**src/rtl/ascii_decimal_frame_builder_top_assert.svh**
```systemverilog
// Assertion macros used by the frame builder controller.
`ifndef ASCII_DECIMAL_FRAME_BUILDER_TOP_ASSERT_SVH
`define ASCII_DECIMAL_FRAME_BUILDER_TOP_ASSERT_SVH
`ifndef SYNTH
`define ADFB_ASSERT(lbl, clk, rst, prop, msg) \
   lbl: assert property (@(posedge clk) disable iff (rst) prop) else $error(msg);
`define ADFB_ASSERT_NEVER(lbl, clk, rst, expr, msg) \
   lbl: assert property (@(posedge clk) disable iff (rst) !(expr)) else $error(msg);
`else
`define ADFB_ASSERT(lbl, clk, rst, prop, msg)
`define ADFB_ASSERT_NEVER(lbl, clk, rst, expr, msg)
`endif
`endif

```
**src/rtl/adfb_pkg.sv**
```systemverilog
// Shared constants, types and character functions of the frame builder.
`default_nettype none
package adfb_pkg;

   localparam int PosWidth = 5;

   localparam logic [7:0] CharStx      = 8'h02;
   localparam logic [7:0] CharEtx      = 8'h03;
   localparam logic [7:0] CharB        = 8'h62;
   localparam logic [7:0] CharA        = 8'h61;
   localparam logic [7:0] CharOpen     = 8'h5B;
   localparam logic [7:0] CharClose    = 8'h5D;
   localparam logic [7:0] CharComma    = 8'h2C;
   localparam logic [7:0] CharZero     = 8'h30;
   localparam logic [7:0] CharHexBase  = 8'h37;

   localparam logic [2:0] CountMin = 3'd2;
   localparam logic [2:0] CountMax = 3'd4;

   typedef logic [PosWidth-1:0] pos_type;

   localparam pos_type PosStx        = 5'd0;
   localparam pos_type PosB          = 5'd1;
   localparam pos_type PosA          = 5'd2;
   localparam pos_type PosCmd        = 5'd3;
   localparam pos_type PosOpen       = 5'd4;
   localparam pos_type PosFirstDigit = 5'd5;
   localparam pos_type PosTailBase   = 5'd7;

   localparam logic [1:0] DigitHundreds = 2'd0;
   localparam logic [1:0] DigitTens     = 2'd1;
   localparam logic [1:0] DigitUnits    = 2'd2;
   localparam logic [1:0] DigitComma    = 2'd3;

   typedef struct packed {
      logic    load;
      logic    emit;
      pos_type pos;
   } ctl_cmd_type;

   typedef struct packed {
      logic    slot_free;
      pos_type last_pos;
   } ctl_sts_type;

   function automatic logic [7:0] digit_char(input logic [7:0] value, input logic [1:0] sel);
      logic [1:0]  hund;
      logic [6:0]  rem;
      logic [14:0] prod;
      logic [3:0]  tens;
      logic [6:0]  units;
      logic [7:0]  res;
      if (value >= 8'd200) begin
         hund = 2'd2;
         rem  = 7'(value - 8'd200);
      end else if (value >= 8'd100) begin
         hund = 2'd1;
         rem  = 7'(value - 8'd100);
      end else begin
         hund = 2'd0;
         rem  = value[6:0];
      end
      prod  = 15'(rem * 8'd205);
      tens  = prod[14:11];
      units = 7'(rem - 7'({3'b000, tens} * 7'd10));
      case (sel)
         DigitHundreds: res = CharZero + {6'b000000, hund};
         DigitTens:     res = CharZero + {4'b0000, tens};
         default:       res = CharZero + {1'b0, units};
      endcase
      return res;
   endfunction

   function automatic logic [7:0] hex_char(input logic [3:0] nib);
      if (nib < 4'd10) begin
         return CharZero + {4'b0000, nib};
      end
      return CharHexBase + {4'b0000, nib};
   endfunction

endpackage
`default_nettype wire

```
**src/rtl/adfb_datapath.sv**
```systemverilog
// Frame builder datapath: item capture, byte selection, checksum and output register.
`default_nettype none
module adfb_datapath (
   input  wire logic                      clock,
   input  wire logic                      reset,
   input  wire logic [47:0]               req_tdata,
   input  wire adfb_pkg::ctl_cmd_type     cmd,
   output adfb_pkg::ctl_sts_type          sts,
   output logic                           rsp_tvalid,
   input  wire logic                      rsp_tready,
   output logic [7:0]                     rsp_tdata,
   output logic                           rsp_tlast
);
   import adfb_pkg::*;

   logic [7:0]      cmd_code_ff, cmd_code_in;
   logic [2:0]      count_ff, count_in;
   logic [3:0][7:0] vals_ff, vals_in;
   logic [7:0]      csum_ff, csum_in;
   logic            valid_ff, valid_in;
   logic [7:0]      byte_ff, byte_in;
   logic            last_ff, last_in;

   pos_type    last_pos, close_pos, hi_pos, lo_pos, off;
   logic [7:0] sel_byte;
   logic [2:0] raw_count;

   assign raw_count = req_tdata[10:8];
   assign last_pos  = PosTailBase + {count_ff, 2'b00};
   assign close_pos = last_pos - 5'd3;
   assign hi_pos    = last_pos - 5'd2;
   assign lo_pos    = last_pos - 5'd1;
   assign off       = cmd.pos - PosFirstDigit;

   always_comb begin
      if (cmd.pos == PosStx) begin
         sel_byte = CharStx;
      end else if (cmd.pos == PosB) begin
         sel_byte = CharB;
      end else if (cmd.pos == PosA) begin
         sel_byte = CharA;
      end else if (cmd.pos == PosCmd) begin
         sel_byte = cmd_code_ff;
      end else if (cmd.pos == PosOpen) begin
         sel_byte = CharOpen;
      end else if (cmd.pos == close_pos) begin
         sel_byte = CharClose;
      end else if (cmd.pos == hi_pos) begin
         sel_byte = hex_char(csum_ff[7:4]);
      end else if (cmd.pos == lo_pos) begin
         sel_byte = hex_char(csum_ff[3:0]);
      end else if (cmd.pos == last_pos) begin
         sel_byte = CharEtx;
      end else if (off[1:0] == DigitComma) begin
         sel_byte = CharComma;
      end else begin
         sel_byte = digit_char(vals_ff[off[3:2]], off[1:0]);
      end
   end

   always_comb begin
      cmd_code_in = cmd_code_ff;
      count_in    = count_ff;
      vals_in     = vals_ff;
      csum_in     = csum_ff;
      valid_in    = valid_ff;
      byte_in     = byte_ff;
      last_in     = last_ff;
      if (cmd.load) begin
         cmd_code_in = req_tdata[7:0];
         if (raw_count < CountMin) begin
            count_in = CountMin;
         end else if (raw_count > CountMax) begin
            count_in = CountMax;
         end else begin
            count_in = raw_count;
         end
         vals_in = req_tdata[42:11];
         csum_in = 8'h00;
      end
      if (cmd.emit) begin
         valid_in = 1'b1;
         byte_in  = sel_byte;
         last_in  = (cmd.pos == last_pos);
         if ((cmd.pos != PosStx) && (cmd.pos <= close_pos)) begin
            csum_in = csum_ff ^ sel_byte;
         end
      end else if (rsp_tready) begin
         valid_in = 1'b0;
      end
   end

   always_ff @(posedge clock) begin
      if (reset) begin
         valid_ff <= 1'b0;
      end else begin
         valid_ff <= valid_in;
      end
      cmd_code_ff <= cmd_code_in;
      count_ff    <= count_in;
      vals_ff     <= vals_in;
      csum_ff     <= csum_in;
      byte_ff     <= byte_in;
      last_ff     <= last_in;
   end

   assign sts.slot_free = !valid_ff || rsp_tready;
   assign sts.last_pos  = last_pos;
   assign rsp_tvalid    = valid_ff;
   assign rsp_tdata     = byte_ff;
   assign rsp_tlast     = last_ff;

endmodule
`default_nettype wire

```
**src/rtl/adfb_controller.sv**
```systemverilog
// Frame builder controller: accepts items and steps through the frame positions.
`default_nettype none
`include "ascii_decimal_frame_builder_top_assert.svh"
module adfb_controller (
   input  wire logic                  clock,
   input  wire logic                  reset,
   input  wire logic                  req_tvalid,
   output logic                       req_tready,
   input  wire adfb_pkg::ctl_sts_type sts,
   output adfb_pkg::ctl_cmd_type      cmd
);
   import adfb_pkg::*;

   localparam logic StIdle = 1'b0;
   localparam logic StSend = 1'b1;

   logic    state_ff, state_in;
   pos_type pos_ff, pos_in;

   always_comb begin
      cmd.load = 1'b0;
      cmd.emit = 1'b0;
      cmd.pos  = pos_ff;
      state_in = state_ff;
      pos_in   = pos_ff;
      unique case (state_ff)
         StIdle: begin
            if (req_tvalid) begin
               cmd.load = 1'b1;
               state_in = StSend;
               pos_in   = PosStx;
            end
         end
         StSend: begin
            if (sts.slot_free) begin
               cmd.emit = 1'b1;
               if (pos_ff == sts.last_pos) begin
                  state_in = StIdle;
               end else begin
                  pos_in = pos_ff + 5'd1;
               end
            end
         end
         default: begin
            state_in = StIdle;
         end
      endcase
   end

   always_ff @(posedge clock) begin
      if (reset) begin
         state_ff <= StIdle;
         pos_ff   <= PosStx;
      end else begin
         state_ff <= state_in;
         pos_ff   <= pos_in;
      end
   end

   assign req_tready = (state_ff == StIdle);

   `ADFB_ASSERT(a_pos_in_frame, clock, reset, (state_ff == StSend) |-> (pos_ff <= sts.last_pos), "position past frame end")
   `ADFB_ASSERT(a_load_starts, clock, reset, cmd.load |=> (state_ff == StSend && pos_ff == PosStx), "load did not start frame")
   `ADFB_ASSERT(a_end_idles, clock, reset, (cmd.emit && pos_ff == sts.last_pos) |=> (state_ff == StIdle), "frame end did not idle")
   `ADFB_ASSERT_NEVER(a_no_overlap, clock, reset, cmd.load && cmd.emit, "load during emit")

endmodule
`default_nettype wire

```
**src/rtl/ascii_decimal_frame_builder_top.sv**
```systemverilog
// Top level of the ASCII decimal frame builder.
//
//   channel  direction  tdata                                 tuser  tlast
//   req      in         command, count, four values (48 bit)  -      -
//   rsp      out        frame byte (8 bit)                    -      last_byte
//
// One request transaction yields a frame of 16, 20 or 24 response transactions.
// The output register sends one byte per cycle while the receiver is ready; the
// controller accepts an item only while idle, then steps through every frame byte.
// A stalled response holds the byte and the frame sequencer waits.
// Reset is synchronous and clears the sequencer and the output valid.
`default_nettype none
module ascii_decimal_frame_builder_top (
   input  wire logic        clock,
   input  wire logic        reset,
   input  wire logic        req_tvalid,
   output logic             req_tready,
   // command_code[7:0], value_count[10:8], first_value[18:11], second_value[26:19],
   // third_value[34:27], fourth_value[42:35], zero fill [47:43]
   input  wire logic [47:0] req_tdata,
   output logic             rsp_tvalid,
   input  wire logic        rsp_tready,
   // frame_byte[7:0]
   output logic [7:0]       rsp_tdata,
   output logic             rsp_tlast
);
   import adfb_pkg::*;

   ctl_cmd_type cmd;
   ctl_sts_type sts;

   adfb_controller u_ctrl (
      .clock      (clock),
      .reset      (reset),
      .req_tvalid (req_tvalid),
      .req_tready (req_tready),
      .sts        (sts),
      .cmd        (cmd)
   );

   adfb_datapath u_dp (
      .clock      (clock),
      .reset      (reset),
      .req_tdata  (req_tdata),
      .cmd        (cmd),
      .sts        (sts),
      .rsp_tvalid (rsp_tvalid),
      .rsp_tready (rsp_tready),
      .rsp_tdata  (rsp_tdata),
      .rsp_tlast  (rsp_tlast)
   );

endmodule
`default_nettype wire

```
**config.mk**
```make
export PLATFORM = sky130hd
export DESIGN_NAME = ascii_decimal_frame_builder_top
export DESIGN_NICKNAME = d
export VERILOG_FILES = /design/src/rtl/adfb_pkg.sv /design/src/rtl/adfb_datapath.sv /design/src/rtl/adfb_controller.sv /design/src/rtl/ascii_decimal_frame_builder_top.sv
export VERILOG_INCLUDE_DIRS = /design/src /design/src/rtl
export SDC_FILE = /design/constraint.sdc
export NUM_CORES = 1
export LEC_CHECK = 0
export ABC_AREA = 1
export BUFFER_PORTS_ARGS = -buffer_cell sky130_fd_sc_hd__buf_2
export CORE_MARGIN = 5
export CORE_UTILIZATION = 50
export CTS_BUF_LIST = sky130_fd_sc_hd__clkbuf_8
export CTS_CLUSTER_SIZE = 16
export DETAILED_ROUTE_END_ITERATION = 8
export MAX_ROUTING_LAYER = met4
export PLACE_DENSITY = 0.66
export SLEW_MARGIN = 20
export SYNTH_ARGS = -nofsm -noshare
export SYNTH_HDL_FRONTEND = slang
export SYNTH_SLANG_ARGS = --single-unit
```
**constraint.sdc**
```tcl
create_clock -name clock -period 9 [get_ports clock]
set_input_delay 0 -clock clock [delete_from_list [all_inputs] [get_ports clock]]
set_output_delay 0 -clock clock [all_outputs]
set_load 0.01 [all_outputs]
```
# Yosys cells after proc, flatten, opt, wreduce, memory -nomap -nowiden
# Cells that the tools add are included.
# word_totals
reg_bits	67
inputBits	52
out_inout_bits	11
# op_classes
add_sub_neg	16
multipliers	2
order_cmp	8
eq_ne	13
muxes	75
n_bitwise	2
reduce_logical	9
# op_table
op	n
8-bit 2-to-1 mux	18
7-bit 2-to-1 mux	12
6-bit by 4-bit adder with 7-bit output, first input constant	5
1-bit 2-to-1 mux	26
2-bit 2-to-1 mux	11
5-bit equality test	4
8-bit binary-select mux with 2-bit select	1
8-bit one-hot mux with 2 select lines	1
7-bit by 8-bit multiplier with 15-bit output, second input constant	1
5-bit 2-to-1 mux	3
7-bit subtractor, second input constant	2
5-bit by 2-bit equality test with 1-bit output, second input constant	2
5-bit one-hot mux with 2 select lines	1
5-bit by 2-bit subtractor with 5-bit output, second input constant	2
6-bit by 7-bit adder with 8-bit output, first input constant	1
8-bit by 7-bit >= comparator with 1-bit output, second input constant	1
8-bit >= comparator, second input constant	1
4-bit < comparator, second input constant	2
8-bit XOR	1
6-bit by 2-bit adder with 7-bit output, first input constant	1
7-bit subtractor	1
4-bit by 3-bit multiplier with 6-bit output, second input constant	1
2-bit inequality test, second input constant	3
3-bit by 5-bit adder with 5-bit output, first input constant	1
23 further kinds	23

# Depth between registers and ports, before layout
# logic_depth
ltp_word	34
depth_mapped	63

# By module
# From an unflattened synthesis, not the netlist that was laid out.
# hier_totals
hier_cells	687
area_unflattened_um2	5382.7
# by_module_without_submodules
mod	instances	cells_per_inst	area_each_um2
adfb_datapath	1	618	4961.0
adfb_controller	1	69	421.7

# Worst setup path before layout
# No wires, ideal clock.
# synth_timing
path_kind	reg-to-reg
from	register u_ctrl.pos_ff[0]
to	register u_dp.csum_ff[5]
arrival_time_ns	7.649
required_ns	8.773
slack_ns	1.125
path_stages_with_launch	47
n_path_buf	1
path_cell_list	dfxtp_1 inv_1 ha_1 inv_2 nand2_2 nand2_4 buf_6 nand2_1 nand2_1 o21ai_2 inv_1 ha_1 and3_1 nand2_1 nand2_4 a32oi_1 xor2_1 ha_1 [11 not listed] a21oi_1 a2111oi_0 nand3_1 nand2_2 xor2_1 ha_1 inv_1 fa_1 ha_1 xor2_1 ha_1 nand3_1 nand2_1 a31oi_1 o21ai_0 xor2_1 nand2_1 o31ai_1
# synth_between
elab_chain_len	34
# synth_lines
element	line_no	source
start: declaration	adfb_controller.sv:18	pos_type pos_ff, pos_in;
start signal: assignment	adfb_controller.sv:53	pos_ff <= PosStx;
start signal: assignment	adfb_controller.sv:56	pos_ff <= pos_in;
4-bit by 3-bit subtractor with 4-bit output	adfb_datapath.sv:33	assign off = cmd.pos - PosFirstDigit;
8-bit binary-select mux with 2-bit select	adfb_datapath.sv:57	sel_byte = digit_char(vals_ff[off[3:2]], off[1:0]);
8-bit 2-to-1 mux (not written as such)	adfb_datapath.sv:57	
7-bit subtractor or 8-bit by 7-bit >= comparator with 1-bit output (tied branches)	adfb_pkg.sv:58, adfb_pkg.sv:56	
7-bit 2-to-1 mux	adfb_pkg.sv:56	end else if (value >= 8'd100) begin
7-bit 2-to-1 mux	adfb_pkg.sv:53	if (value >= 8'd200) begin
7-bit 2-to-1 mux	adfb_datapath.sv:54	end else if (off[1:0] == DigitComma) begin
7-bit 2-to-1 mux	adfb_datapath.sv:52	end else if (cmd.pos == last_pos) begin
[19 not listed]	--	
8-bit 2-to-1 mux	adfb_datapath.sv:42	end else if (cmd.pos == PosCmd) begin
8-bit 2-to-1 mux	adfb_datapath.sv:40	end else if (cmd.pos == PosA) begin
8-bit 2-to-1 mux	adfb_datapath.sv:38	end else if (cmd.pos == PosB) begin
8-bit 2-to-1 mux	adfb_datapath.sv:36	if (cmd.pos == PosStx) begin
8-bit XOR	adfb_datapath.sv:86	csum_in = csum_ff ^ sel_byte;
8-bit 2-to-1 mux *	adfb_datapath.sv:85	if ((cmd.pos != PosStx) && (cmd.pos <= close_pos)) begin
8-bit 2-to-1 mux *	adfb_datapath.sv:81	if (cmd.emit) begin
net u_dp.csum_in[5]	adfb_datapath.sv:19	logic [7:0] csum_ff, csum_in;
end signal: assignment	adfb_datapath.sv:102	csum_ff <= csum_in;
end: declaration	adfb_datapath.sv:19	
# The timed path passes the listed nets; every way through them passes the cells marked *. The select of a mux whose other input is x is not followed.
# A chain may end at the register's enable or synchronous reset.

# Worst setup path after layout
# layout_timing
from	register u_ctrl.pos_ff[1]
to	register u_dp.csum_ff[5]
# The elaborated chain is that of the path after synthesis.

==> flow_metrics.tcl <==
set metrics [dict create \
    r2r_start "u_ctrl.pos_ff[1]$_SDFFE_PP0P_" \
    insertedDiodeCount 0 \
    hold_start "rsp_tready" \
    skew_ns 0.008781 \
    die_w_um 111.3 \
    crit_path_start_kind "register" \
    finalNonFillerCells 888 \
    core_area_mm2 0.01014 \
    arrival_ns 8.54 \
    clk_pin_slew_ns 0.07 \
    worst_pin_slew_ns 0.6281 \
    hold_class "input port to register" \
    antenna_found_initial 0 \
    vias 4425 \
    rows 37 \
    fmax_mhz 120.2 \
    synth.cells.most_frequent "160 x nand2_1, 105 x inv_1, 56 x ha_1, 52 x edfxtp_1, 40 x nand3_1" \
    max_stage_delay_ns 0.50 \
    ys_ff_latch 67 \
    synth.avg_cell_area_um2 8.098 \
    maxCapViolations 0 \
    hpwl_mm 8.490 \
    post_cts_buffers 0 \
    synth.most_common_cell "nand2_1" \
    wl_mm 11.37 \
    async_reset_ff_share_pct 0 \
    setup_ws_ns 0.6781 \
    die_area_mm2 0.01238 \
    outcome "finished clean" \
    layout-drive-gt1-share_pct 16.49 \
    synth-edff-count 52 \
    ys.warnings.count 0 \
    synth_top_cell_by_area "edfxtp_1" \
    grt_max_degree 51 \
    cts.sinks 67 \
    crit_buf_inv 10 \
    slew_headroom_pct 57.97 \
    timing.setup.tns_ns 0 \
    grt_pass1_vias 4355 \
    vias_per_cell 4.983 \
    gr-usage-all-layers_pct 19.35 \
    setup_viol 0 \
    path_class "register to register" \
    placed_cell_area_mm2 0.005582 \
    dp.cells 826 \
    syn_inst 633 \
    drt-initial-drc-count 181 \
    cts_buffers 9 \
    cts_tree "done" \
    timing.final.crit_share_pct 92.47 \
    cts-root-buf "clkbuf_8" \
    num_io_pins 63 \
    synthTopCellsByArea "edfxtp_1 30%, ha_1 14%, nand2_1 12%" \
    cp-end-kind "register" \
    grt-ovfl-total 0 \
    drc 0 \
    worstSetupStartpoint "u_ctrl.pos_ff[1]$_SDFFE_PP0P_" \
    synth.top_cell.area_share_pct 30.46 \
    synthFlopType "edfxtp_1" \
    numPortBuffers 57 \
    dp_slack_ns 0.3029 \
    dr.pass1.iters 5 \
    critical_path_required_ns 9.22 \
    hold_viol 0 \
    critPathTopFamily "adder cells" \
    wire_per_inst_um 12.80 \
    slowest_stage "fa_1" \
    area_growth_pct 22.16 \
    grt_pass1_wl_mm 19.35 \
    initial_core_util_pct 50.56 \
    rsz0062_at_grt "false" \
    die_y_um 111.3 \
    fillCellCount 858 \
    min_period_ns 8.322 \
    clock_path_buffers 2 \
    critPathMaxFanout 13 \
    cts-htree-levels 3 \
    ant_nets 0 \
    design_area_mm2 0.006262 \
    place_congestion 0.9114 \
    worstSkewPairLatency_ns 0.35 \
    drv_slew 0 \
    synth_area_mm2 0.005126 \
    ys_types 51 \
    nNetsFinal 864 \
    synth_fp_nets 750 \
    seq_area_frac_synth_pct 36.32 \
]
## routing by layer
layer / GRT usage, % / part of all wire, %
met5: - / 0
met4: 5.353 / 1.2
met1: 23.56 / 45
met3: 4.094 / 5.0
met2: 32.61 / 48
## path summary, 6_finish.rpt
check | endpoint | slack [ns] | cells after the start
setup reg to reg | u_dp.csum_ff[5]$_DFF_P_ | 0.68 | 48
hold reg to reg | u_dp.csum_ff[7]$_DFF_P_ | 0.51 | 2
setup / recovery | u_dp.csum_ff[5]$_DFF_P_ | 0.68 | 48
hold / removal | u_dp.csum_ff[5]$_DFF_P_ | 0.26 | 5
## flip-flops by register name (all words and copies together), names as in the netlist
| signal | flops |
|---|---|
| u_dp.cmd_code_ff | 8 |
| u_dp.csum_ff | 8 |
| u_dp.vals_ff | 32 |
| u_dp.rsp_tvalid | 1 |
| u_ctrl.state_ff | 1 |
| u_ctrl.pos_ff | 5 |
| u_dp.rsp_tlast | 1 |
| u_dp.rsp_tdata | 8 |
| u_dp.count_ff | 3 |
## worst reg2reg max path: cells and delay by family, from the launching register on
kind / cells / cell delay (ns)
and+or+nand+nor: 17 / 1.92
AOI/OAI and AO/OA: 6 / 0.93
xor gates and xnor gates: 3 / 0.57
DFF: 1 / 0.35
buffers and inverters: 10 / 0.77
adders and majority gates: 12 / 3.64
## through the flow
| step | hold slack [ns] | utilization, % |
|---|---|---|
| 2_1_floorplan | 0.06907 | - |
| 3_3_place_gp | 0.1760 | 55.05 |
| 3_5_place_dp | 0.1781 | 55.05 |
| 4_1_cts | 0.2541 | 61.35 |
| 5_1_grt | 0.3000 | 61.77 |
| 6_report | 0.2579 | 61.77 |
## area by class of cell
cell class / count / area (um2) / area share (%)
clock buffers: 9 / 123.9 / 1.978
clock inverters: 7 / 53.80 / 0.8591
inverters: 111 / 421.7 / 6.733
multi-input cells: 451 / 2855 / 45.59
flip-flops and latches: 67 / 1862 / 29.73
well taps: 136 / 170.2 / 2.717
repair buffers: 107 / 775.7 / 12.39
## cell usage in the layout (no fill, tap or decap), drive strengths merged, types with 2 or more instances in the layout
cell type and count:
a211oi 2, a21oi 33, a31oi 3, and2 3, and3 2, buf 61
clkbuf 9, clkinv 4, dfxtp 15, dlygate4sd3 46, edfxtp 52, fa 9
ha 56, inv 113, nand2 181, nand3 43, nand3b 3, nand4 4
nor2 38, nor3 8, nor4 2, o21ai 35, o21bai 2, o31ai 2
or2 5, xnor2 2, xor2 8
## cells by family after synthesis
family	share of synthesized area [%]
fa+ha+maj	17.18
xor+xnor	1.855
flops	36.32
compound gates	9.861
buf+inv	8.958
simple gates	25.82
## timing repair
action,4_1_cts,5_1_grt
endpoints found under the hold margin,47,0
resized for setup,0,9
setup endpoints to repair,0,5
hold buffers,46,0
Power is left out: the tool's default activity adds up to more than one toggle a clock period on the data nets, which glitch-free logic cannot reach.
